==> config.mk <==
export PLATFORM = sky130hd
export DESIGN_NAME = ttg_serial_div
export DESIGN_NICKNAME = d
export VERILOG_FILES = /design/src/design/ttg_pkg.sv /design/src/design/ttg_serial_div.sv
export SDC_FILE = /design/constraint.sdc
export NUM_CORES = 1
export LEC_CHECK = 0
export BUFFER_PORTS_ARGS = -buffer_cell sky130_fd_sc_hd__buf_4
export CELL_PAD_IN_SITES_DETAIL_PLACEMENT = 1
export CELL_PAD_IN_SITES_GLOBAL_PLACEMENT = 2
export CORE_MARGIN = 2
export CORE_UTILIZATION = 30
export CTS_CLUSTER_DIAMETER = 60
export DETAILED_ROUTE_END_ITERATION = 10
export GPL_TIMING_DRIVEN = 0
export PLACE_DENSITY = 0.82
export SLEW_MARGIN = 40
export SYNTH_ARGS = -nofsm -noshare
export SYNTH_HDL_FRONTEND = slang
export SYNTH_SLANG_ARGS = --single-unit
==> constraint.sdc <==
create_clock -name clk -period 3.6 [get_ports clk]
set_input_delay 0 -clock clk [delete_from_list [all_inputs] [get_ports clk]]
set_output_delay 0 -clock clk [all_outputs]
set_load 0.03 [all_outputs]
==> src/design/ttg_pkg.sv <==
// shared constants, types and sine table builder for the three-tone generator
package ttg_pkg;

  localparam int unsigned SINE_ENTRIES = 1024;
  localparam int unsigned SINE_AW      = $clog2(SINE_ENTRIES);

  localparam int unsigned SR_W       = 18;
  localparam int unsigned DUR_W      = 16;
  localparam int unsigned FREQ_W     = 17;
  localparam int unsigned CFG_IDX_W  = 3;
  localparam int unsigned CFG_DATA_W = 18;
  localparam int unsigned SAMPLE_W   = 16;
  localparam int unsigned LEN_W      = 24;

  localparam int unsigned DIV_W  = 40;
  localparam int unsigned REM_W  = 24;
  localparam int unsigned STEP_W = $clog2(DIV_W + 1);

  localparam logic [CFG_IDX_W-1:0] REG_SAMPLE_RATE = 3'd0;
  localparam logic [CFG_IDX_W-1:0] REG_DURATION_MS = 3'd1;
  localparam logic [CFG_IDX_W-1:0] REG_TONE_ONE    = 3'd2;
  localparam logic [CFG_IDX_W-1:0] REG_TONE_TWO    = 3'd3;
  localparam logic [CFG_IDX_W-1:0] REG_TONE_THREE  = 3'd4;

  localparam logic [LEN_W-1:0]    LEN_MAX  = '1;
  localparam logic [16:0]         FADE_ONE = 17'h10000;
  localparam logic [SAMPLE_W-1:0] PEAK     = 16'd32767;

  typedef logic [15:0] sine_rom_t [SINE_ENTRIES];

  typedef enum logic [4:0] {
    S_IDLE, S_LEN_MUL, S_LEN_GO, S_LEN_WT, S_FL_GO, S_FL_WT, S_CHECK,
    S_RES_GO, S_RES_WT, S_FRQ_GO, S_FRQ_WT, S_PH_GO, S_PH_WT, S_ROM, S_ACC,
    S_FADE_GO, S_FADE_WT, S_MUL, S_FIN_GO, S_FIN_WT, S_OUT
  } state_t;

  typedef struct packed {
    logic              start;
    logic [STEP_W-1:0] steps;
    logic [REM_W-1:0]  divisor;
    logic [REM_W-1:0]  rem_init;
    logic [DIV_W-1:0]  dividend;
  } div_req_t;

  typedef struct packed {
    logic busy;
    logic done;
  } div_stat_t;

  // shift-subtract quotient for building the table
  function automatic logic [63:0] udiv64(input logic [63:0] a, input logic [63:0] b);
    logic [63:0] q;
    logic [64:0] r;
    q = '0;
    r = '0;
    for (int i = 63; i >= 0; i--) begin
      r = {r[63:0], a[i]};
      if (r >= {1'b0, b}) begin
        r    = r - {1'b0, b};
        q[i] = 1'b1;
      end
    end
    return q;
  endfunction

  // quarter-wave sine in q15 from an integer taylor series on a q30 angle
  function automatic logic [15:0] quarter_sine(input int unsigned k);
    logic [63:0] x;
    logic [63:0] x2;
    logic [63:0] term;
    logic [63:0] dv;
    logic [63:0] q;
    longint      sum;
    logic        neg;
    x    = (64'd1686629713 * 64'(k)) >> SINE_AW;
    x2   = (x * x) >> 30;
    term = x;
    sum  = longint'(x);
    neg  = 1'b1;
    for (int unsigned n = 1; n < 40; n++) begin
      if (term != 64'd0) begin
        dv   = 64'((2 * n) * (2 * n + 1));
        term = udiv64((term * x2) >> 30, dv);
        sum  = neg ? sum - longint'(term) : sum + longint'(term);
        neg  = !neg;
      end
    end
    if (sum < 0) sum = 0;
    q = (64'(sum) * 64'd32767 + (64'd1 << 29)) >> 30;
    if (q > 64'd32767) q = 64'd32767;
    return q[15:0];
  endfunction

  function automatic sine_rom_t build_sine_rom();
    sine_rom_t t;
    for (int unsigned k = 0; k < SINE_ENTRIES; k++) begin
      t[k] = quarter_sine(k);
    end
    return t;
  endfunction

endpackage

==> src/design/ttg_serial_div.sv <==
// restoring divider, one quotient bit per cycle
module ttg_serial_div (
  input  logic                        clk,
  input  logic                        rst_n,
  input  ttg_pkg::div_req_t           req_i,
  output ttg_pkg::div_stat_t          stat_o,
  output logic [ttg_pkg::DIV_W-1:0]   quo_o,
  output logic [ttg_pkg::REM_W-1:0]   rem_o
);
  import ttg_pkg::*;

  logic [REM_W-1:0]  rem_r;
  logic [DIV_W-1:0]  dvd_r;
  logic [DIV_W-1:0]  quo_r;
  logic [REM_W-1:0]  divisor_r;
  logic [STEP_W-1:0] cnt_r;
  logic              busy_r;
  logic              done_r;

  logic [REM_W:0]    rem_sh;
  logic [REM_W:0]    rem_dif;
  logic              ge;

  // shift in next dividend bit, subtract if it fits
  assign rem_sh  = {rem_r, dvd_r[DIV_W-1]};
  assign rem_dif = rem_sh - {1'b0, divisor_r};
  assign ge      = rem_sh >= {1'b0, divisor_r};

  always_ff @(posedge clk) begin
    if (!rst_n) begin
      busy_r <= 1'b0;
      done_r <= 1'b0;
      cnt_r  <= '0;
    end else begin
      done_r <= 1'b0;
      if (req_i.start) begin
        busy_r <= 1'b1;
        cnt_r  <= req_i.steps;
      end else if (busy_r) begin
        cnt_r <= cnt_r - STEP_W'(1);
        if (cnt_r == STEP_W'(1)) begin
          busy_r <= 1'b0;
          done_r <= 1'b1;
        end
      end
    end
  end

  always_ff @(posedge clk) begin
    if (req_i.start) begin
      rem_r     <= req_i.rem_init;
      dvd_r     <= req_i.dividend;
      quo_r     <= '0;
      divisor_r <= req_i.divisor;
    end else if (busy_r) begin
      rem_r <= ge ? rem_dif[REM_W-1:0] : rem_sh[REM_W-1:0];
      dvd_r <= {dvd_r[DIV_W-2:0], 1'b0};
      quo_r <= {quo_r[DIV_W-2:0], ge};
    end
  end

  assign stat_o.busy = busy_r;
  assign stat_o.done = done_r;
  assign quo_o       = quo_r;
  assign rem_o       = rem_r;

endmodule

=== After elaboration in Yosys (flattened, before gate mapping) ===
Cells that the tools add are included.

* Bits in registers: 136
* Latch bits: 0
* Bits in writable memories: 0
* Bits in read-only memories: 0
* Input bits: 97
* Output and inout bits: 66
* Logic and storage cells: 26
* Memories kept: 0

* Add/subtract/negate cells: 2
* Multiply operators: 0
* Divide/modulo/power cells: 0
* Order comparisons: 1
* Equality and inequality tests: 1
* Shifts and indexed selects: 0
* Muxes and demuxes: 11
* Bitwise logic cells: 2
* Reduce and logical (&&, ||, !) cells: 2

{| class="wikitable"
|+ Operators with widths
! kind !! count
|-
| two-way mux 40 bit || 2
|-
| two-way mux 24 bit || 3
|-
| greater-or-equal comparator 25 x 24 -> 1 bit || 1
|-
| subtractor 24 bit || 1
|-
| two-way mux 6 bit || 2
|-
| == test 6 x 1 -> 1 bit, second input constant || 1
|-
| subtractor 6 x 1 -> 6 bit, second input constant || 1
|-
| two-way mux 1 bit || 4
|-
| OR reduction 3 bit || 1
|-
| inverter 1 bit || 2
|-
| nonzero test 2 bit || 1
|}

=== Logic depth before layout (Yosys ltp) ===
Gate-level depths: netlist of the first run.

* Depth in word-level cells: 4
* Depth in mapped cells: 12
* Mapped depth without buffers: 12

=== Worst setup path before layout of the first run ===
No wires, ideal clock.

* Kind: register to register
* Start point: register rem_r[8], in the netlist rem_o[8]
* End point: register rem_r[10], in the netlist rem_o[10], data pin
* Library setup time: 0.260 ns
* Arrival time: 2.713 ns
* Data required time: 3.340 ns
* Path slack: 0.627 ns
* Stages on the path, launching flop included: 12
* Path buffers: 2
* Period minus slack after synthesis: 2.973 ns
* Path through: edfxtp_1 > ha_1 > and3_1 > buf_4 > o2111ai_2 > a31oi_2 > nor2_1 > o21a_2 > o21ai_4 > buf_6 > mux2_1 > mux2_2

* Word-level cells in the longest chain between the ends: 4
* Elaborated cells on any way between the ends: 5
* Those cells by class: add/sub: 1; order compare: 1; mux: 3

{| class="wikitable"
|+ RTL lines
! what !! RTL line !! source
|-
| start, declared || ttg_serial_div.sv:12 || <nowiki>logic [REM_W-1:0] rem_r;</nowiki>
|-
| start signal, assigned || ttg_serial_div.sv:51 || <nowiki>rem_r <= req_i.rem_init;</nowiki>
|-
| start signal, assigned || ttg_serial_div.sv:56 || <nowiki>rem_r <= ge ? rem_dif[REM_W-1:0] : rem_sh[REM_W-1:0];</nowiki>
|-
| subtractor 24 bit / greater-or-equal comparator 25 x 24 -> 1 bit (equally long branches) || ttg_serial_div.sv:26, ttg_serial_div.sv:27 ||
|-
| two-way mux 24 bit (*) || ttg_serial_div.sv:56 ||
|-
| two-way mux 24 bit (*) || ttg_serial_div.sv:55 || <nowiki>end else if (busy_r) begin</nowiki>
|-
| two-way mux 24 bit (*) || ttg_serial_div.sv:50 || <nowiki>if (req_i.start) begin</nowiki>
|}

Mark *: on every way between the ends. The rest lies on a longest branch, timed or not. The select of a mux whose other input is x is not followed.
A chain may end at the register's enable or synchronous reset.

=== Final worst setup path of the first run ===
* Start point: register dvd_r[39]
* End point: register rem_r[16], in the netlist rem_o[16], data pin

* Word-level cells in the longest chain between the ends: 4
* Elaborated cells on any way between the ends: 5
* Those cells by class: add/sub: 1; order compare: 1; mux: 3

{| class="wikitable"
|+ RTL lines
! what !! RTL line !! source
|-
| start, declared || ttg_serial_div.sv:13 || <nowiki>logic [DIV_W-1:0] dvd_r;</nowiki>
|-
| start signal, assigned || ttg_serial_div.sv:52 || <nowiki>dvd_r <= req_i.dividend;</nowiki>
|-
| start signal, assigned || ttg_serial_div.sv:57 || <nowiki>dvd_r <= {dvd_r[DIV_W-2:0], 1'b0};</nowiki>
|-
| subtractor 24 bit / greater-or-equal comparator 25 x 24 -> 1 bit (equally long branches) || ttg_serial_div.sv:26, ttg_serial_div.sv:27 ||
|-
| two-way mux 24 bit (*) || ttg_serial_div.sv:56 ||
|-
| two-way mux 24 bit (*) || ttg_serial_div.sv:55 ||
|-
| two-way mux 24 bit (*) || ttg_serial_div.sv:50 ||
|}

Marks and branches as above.

==> results.py, run 1 <==
metrics = {
    "grt": {
        "grt_pass1_wl_um": 31600,
        "grt_max_degree": 31,
        "first_global_vias": 5778,
        "overflow": 0,
        "antenna_found_initial": 3,
        "grt.total_usage_pct": 16.9,
    },
    "yosys": {
        "synth_seq_area_share_pct": 52.9,
        "syn-num-nets": 700,
        "synth_area_per_cell_um2": 11.8,
        "ys_ff_latch": 136,
        "ys_types": 60,
        "synth-edff-count": 88,
        "yosysWarnings": 0,
        "syn_inst": 576,
        "synth_flop_cell": "edfxtp_1",
        "async_reset_ff_share_pct": 0,
        "syn_area_mm2": 0.00681,
    },
    "layout": {
        "seq_area_mm2": 0.00360,
        "multi_input_area_mm2": 0.00295,
        "mostFrequentLayoutCell": "buf_4",
        "finalInstanceArea_mm2": 0.00999,
        "drive_above_1_share_pct": 31.1,
        "layout_common_cells": "buf_4 (166), dlygate4sd3_1 (94), edfxtp_1 (88), nor2_1 (56), mux2_2 (50)",
        "final_nets": 977,
        "syn_to_final_growth_pct": 46.8,
        "fillCellCount": 2431,
    },
    "critical_path": {
        "path_buf_inv": 2,
        "crit_fanout": 3,
        "crit_chain": "inv_1 -> ha_1 -> inv_1 -> fa_1 -> a211oi_2 -> o21ai_1 -> a311oi_2 -> o31ai_2 -> a31oi_2 -> xnor2_1 -> mux2_4 -> mux2_2",
        "worst_ep_required_time_ps": 3770,
        "cpPeakStageDelay_ps": 430,
        "end_kind": "flip-flop",
        "critPathMostFrequentCell": "inv_1",
        "crit_family": "compound AO/OA/AOI/OAI gates",
        "worstSetupPathType": "flip-flop to flip-flop",
        "critPathSlowestCell": "fa_1",
        "cp.arrival_ps": 3380,
        "start_kind": "flip-flop",
    },
    "timing": {
        "timing_hold_violations_final": 0,
        "finClkSkew_ps": 12.7,
        "period_minus_slack_ps": 3210,
        "rsz0062_at_grt": "false",
        "setup-violations-final": 0,
        "tightest_slew_ps": 768,
        "setup_tns_ps": 0,
        "relSlewSlack_pct": 48.8,
        "period_share_pct": 89.3,
        "drv_slew": 0,
        "fmax_mhz": 311,
    },
    "placed_design": {
        "place_congestion": 0.790,
        "hpwl_um": 13600,
        "portBuffers": 162,
        "placed_area_mm2": 0.00842,
    },
    "clock_tree": {
        "cts_buffers": 17,
        "clk_latency_ps": 430,
        "cts.path.max_buffers": 2,
        "path_clk_slew_ps": 70,
        "clock_sinks": 136,
        "cts_tree": "built",
        "htree_num_levels": 4,
        "root_buffer": "clkbuf_16",
    },
    "detailed_routing": {
        "final_antenna_net_count": 0,
        "avgViaCountPerCell": 4.62,
        "routed_wl_um": 19900,
        "routedWlPerCell_um": 17.2,
        "drc_errors": 0,
        "dr.first_iter.drc_count": 169,
        "vias": 5337,
        "firstDrtPassIters": 4,
    },
    "power": {
        "ir_drop_mv": 0.325,
        "p_per_area_mw_per_mm2": 572,
        "leakage_nw": 4.19,
    },
    "floorplan": {
        "pin_count": 163,
        "rows": 55,
        "die_h_um": 155,
        "core_area_mm2": 0.0224,
        "dieArea_mm2": 0.0239,
        "fp.dieW_um": 155,
        "initial_core_util_pct": 30.4,
    },
    "status": {
        "status": "completed",
    },
    "flow_run": {
        "cap_viol_max_count": 0,
    },
    "min_path": {
        "worstHoldPathType": "input port to flip-flop",
    },
}
==> metal layers <==
metal	up-vias	track usage [%]	share of wire (%)
li1	2652	-	-
met1	2576	20.6	44
met2	99	30.2	52
met3	10	4.29	3.6
met4	0	3.79	1.3
met5	-	0	0
==> cell type report <==
type,count,share of cell area (%)
sequential,136,36.1
antenna,3,0.0751
clock buffer,18,4.51
multi-input combinational,380,29.5
clock inverter,14,1.70
timing repair buffer,258,22.0
buffer,28,1.39
inverter,32,1.20
tap,285,3.57
==> final timing paths <==
| path | slack, ps | to | from | cells after the start |
|---|---|---|---|---|
| min reg2reg | 510 | quo_o[39] | quo_o[39] | 2 |
| min | 20 | rem_o[23] | req_i[63] | 3 |
| max | 390 | rem_o[16] | dvd_r[39] | 12 |
| max reg2reg | 390 | rem_o[16] | dvd_r[39] | 12 |
==> sequential cells by signal, summed over array words and instances (netlist names) <==
| signal | count |
|---|---|
| busy_r | 1 |
| cnt_r | 6 |
| divisor_r | 24 |
| done_r | 1 |
| dvd_r | 40 |
| quo_o | 40 |
| rem_o | 24 |
==> synth_stat cells, drive strengths merged, types with 4 or more instances <==
| library cell | count | share of area, % |
|---|---|---|
| or3 | 4 | 0.37 |
| a211oi | 5 | 0.62 |
| nor3 | 6 | 0.44 |
| o21ai | 21 | 1.7 |
| a21oi | 29 | 2.2 |
| nor2b | 10 | 0.92 |
| clkbuf | 14 | 0.77 |
| a21o | 10 | 1.1 |
| a31oi | 7 | 0.83 |
| dfxtp | 48 | 14 |
| o21a | 6 | 0.79 |
| nand2 | 24 | 1.3 |
| mux2 | 60 | 10 |
| buf | 14 | 1.2 |
| xnor2 | 13 | 1.7 |
| nor2 | 56 | 3.1 |
| mux2i | 44 | 6.5 |
| inv | 32 | 1.8 |
| xor2 | 9 | 1.2 |
| o21bai | 4 | 0.44 |
| edfxtp | 88 | 39 |
| and2 | 6 | 0.55 |
| ha | 26 | 4.8 |
==> worst reg2reg max path, stage by stage, from the launching register on <==
cell	delay [ps]
edfxtp_1	360
inv_1	80
ha_1	170
inv_1	60
fa_1	430
a211oi_2	330
o21ai_1	170
a311oi_2	400
o31ai_2	150
a31oi_2	220
xnor2_1	80
mux2_4	250
mux2_2	250
==> per-stage QoR <==
step	util [%]	std cells	total power, mW	setup slack, ps	hold WS (ps)
global placement	37.4	1023	3.84	290	179
finish	44.6	1154	5.71	385	23.4
floorplan	-	576	3.30	627	98.9
CTS	44.5	1151	5.78	387	16.7
global route	44.6	1154	6.04	254	30.7
detailed placement	37.6	1025	3.86	451	179
==> logic make-up (layout without fill, tap and decap cells) <==
family                   Yosys count  after routing  synth area share (%)
other                              0              3                     0
adder cells (fa/ha/maj)           27             27                  5.07
XOR/XNOR                          22             22                  2.83
AND/OR/NAND/NOR                  128            128                  8.84
buffers and inverters             60            350                  3.79
multiplexers                     104            104                  16.4
AO/OA/AOI/OAI                     99             99                  10.1
flip-flops                       136            136                  52.9
==> power by group <==
part | leakage, nW | internal (mW) | total [mW] | switching (mW)
combinational | 2.62 | 0.881 | 1.92 | 1.03
sequential | 1.27 | 1.88 | 1.99 | 0.108
clock | 0.303 | 0.983 | 1.81 | 0.827
==> repair_timing <==
action	CTS	global route
resized for setup	0	0
hold buffers	94	0
endpoints found under the hold margin	94	0
setup buffers	0	0
Note: power is estimated with default switching activity, not from simulation.
==> run 2, diff against run 1 <==
--- a/config.mk
+++ b/config.mk
@@ -6,14 +6,11 @@
 export NUM_CORES = 1
 export LEC_CHECK = 0
 export BUFFER_PORTS_ARGS = -buffer_cell sky130_fd_sc_hd__buf_4
-export CELL_PAD_IN_SITES_DETAIL_PLACEMENT = 1
-export CELL_PAD_IN_SITES_GLOBAL_PLACEMENT = 2
-export CORE_MARGIN = 2
 export CORE_UTILIZATION = 30
 export CTS_CLUSTER_DIAMETER = 60
 export DETAILED_ROUTE_END_ITERATION = 10
 export GPL_TIMING_DRIVEN = 0
-export PLACE_DENSITY = 0.82
+export PLACE_DENSITY = 0.61
 export SLEW_MARGIN = 40
 export SYNTH_ARGS = -nofsm -noshare
 export SYNTH_HDL_FRONTEND = slang
==> run 2 against run 1 <==
  * The run now ends with DRC left
  * Wire length fell by 9.0%
  * Sequential share of layout area is 0.36 points higher
  * Highest routed layer unchanged
  * Via count is 1.8% lower
  * Critical path depth shrank 2
  * Clock skew fell by 0.68 ps
  * Global-route usage decreased by 0.95 points
  * Hold slack better by 9.5 ps
  * Sequential cell count did not move
  * Total power shrank 3.0%
  * Worst setup slack gained 63 ps
  * Clock-buffer cell count increased by 1
==> results.py, run 2 (synthesis results as in run 1) <==
metrics = {
    "clock_tree": {
        "path_clk_slew_ps": 60,
        "clock_sinks": 136,
        "clk_latency_ps": 420,
        "cts_buffers": 17,
        "cts_setup_buffers": 0,
        "cts.path.max_buffers": 2,
        "htree_num_levels": 4,
        "cts_tree": "built",
        "root_buffer": "clkbuf_16",
    },
    "status": {
        "status": "complete, but fails checks",
        "violations": "DRC",
    },
    "layout": {
        "finalInstanceArea_mm2": 0.00990,
        "antenna_cells": 0,
        "drive_above_1_share_pct": 30.9,
        "syn_to_final_growth_pct": 45.3,
        "fillCellCount": 2110,
        "final_nets": 976,
        "mostFrequentLayoutCell": "buf_4",
        "layout_common_cells": "buf_4 (166), dlygate4sd3_1 (94), edfxtp_1 (88), nor2_1 (56), mux2_2 (50)",
    },
    "timing": {
        "finClkSkew_ps": 12.0,
        "rsz0062_at_grt": "false",
        "timing_hold_violations_final": 0,
        "period_minus_slack_ps": 3150,
        "relSlewSlack_pct": 47.0,
        "tightest_slew_ps": 795,
        "period_share_pct": 87.6,
        "fmax_mhz": 317,
        "drv_slew": 0,
        "setup_tns_ps": 0,
        "setup-violations-final": 0,
    },
    "critical_path": {
        "worstSetupPathType": "flip-flop to flip-flop",
        "end_kind": "flip-flop",
        "worst_ep_required_time_ps": 3760,
        "crit_fanout": 10,
        "cpPeakStageDelay_ps": 490,
        "cp.arrival_ps": 3310,
        "r2r_slack_ps": 450,
        "critPathSlowestCell": "edfxtp_1",
        "start_kind": "flip-flop",
        "crit_chain": "ha_1 -> and3_1 -> o2111ai_2 -> a31oi_2 -> nor2_1 -> o21a_2 -> o21ai_4 -> buf_6 -> mux2_1 -> mux2_2",
    },
    "placed_design": {
        "hpwl_um": 12500,
        "portBuffers": 162,
        "placed_area_mm2": 0.00840,
        "place_congestion": 0.818,
    },
    "grt": {
        "first_global_vias": 5338,
        "overflow": 0,
        "antenna_found_initial": 0,
        "grt_pass1_wl_um": 28700,
        "grt.total_usage_pct": 16.0,
        "grt_max_degree": 34,
    },
    "detailed_routing": {
        "vias": 5243,
        "final_antenna_net_count": 0,
        "firstDrtPassIters": 8,
        "routed_wl_um": 18100,
        "dr.first_iter.drc_count": 255,
        "avgViaCountPerCell": 4.58,
        "routedWlPerCell_um": 15.8,
        "drc_errors": 8,
    },
    "floorplan": {
        "dieArea_mm2": 0.0233,
        "initial_core_util_pct": 30.9,
        "pin_count": 163,
        "rows": 54,
        "core_area_mm2": 0.0220,
        "fp.dieW_um": 153,
        "die_h_um": 153,
    },
    "power": {
        "ir_drop_mv": 0.271,
        "p_per_area_mw_per_mm2": 560,
        "leakage_nw": 4.15,
    },
    "flow_run": {
        "cap_viol_max_count": 0,
    },
    "min_path": {
        "worstHoldPathType": "input port to flip-flop",
    },
}
## run 2: cell count changes in the layout (fill, tap and decap cells not counted), sizes merged
cell / previous run / this run
buf: 178 / 177
clkbuf: 32 / 33
clkinv: 5 / 3
clkinvlp: 0 / 1
diode: 3 / 0
## run 2: final cells by class
class	instances	area (µm²)	share of cell area, %
sequential	136	3600	36.4
clock inverter	13	104	1.05
multi-input combinational	380	2950	29.8
clock buffer	19	453	4.58
timing repair buffer	257	2180	22.0
tap	280	350	3.54
inverter	32	120	1.21
buffer	28	138	1.39
## run 2: per-stage QoR
stage          cells  util [%]  setup slack, ps  hold slack (ps)  total power, mW
2_1_floorplan    576         -              627             98.9             3.30
3_3_place_gp    1018      38.0              369              179             3.82
3_5_place_dp    1019      38.1              440              179             3.82
4_1_cts         1145      44.9              414             13.7             5.60
5_1_grt         1145      44.9              267             18.7             5.86
6_report        1145      44.9              448             32.8             5.54
## run 2: report_power, final
part           internal [mW]  switching [mW]
logic                  0.876            1.01
clock network          0.935           0.731
registers               1.88           0.112
## run 2: worst paths after layout
path | startpoint | to | cells after the start
max | rem_o[10] | rem_o[17] | 10
min | req_i[63] | rem_o[23] | 3
max reg2reg | rem_o[10] | rem_o[17] | 10
min reg2reg | quo_o[0] | quo_o[0] | 2
## run 2: per-layer routing
layer	global-route usage, %	wire, µm	vias to the layer above
met1	19.8	8120	2480
met2	27.4	8950	114
li1	-	-	2640
met4	4.09	164	0
met3	4.38	844	9
met5	0	0	-
## run 2: repair_timing
| action | 4_1_cts | 5_1_grt |
|---|---|---|
| hold endpoints to repair | 94 | 0 |
| hold buffers | 94 | 0 |
| resized for setup | 0 | 0 |
## run 2: worst max-delay path: cells and delay by family (launching register included)
kind	cells	cell delay [ps]
fa+ha+maj	1	420
compound gates	4	810
mux	2	620
flops	1	490
buf+inv	1	200
simple gates	2	350
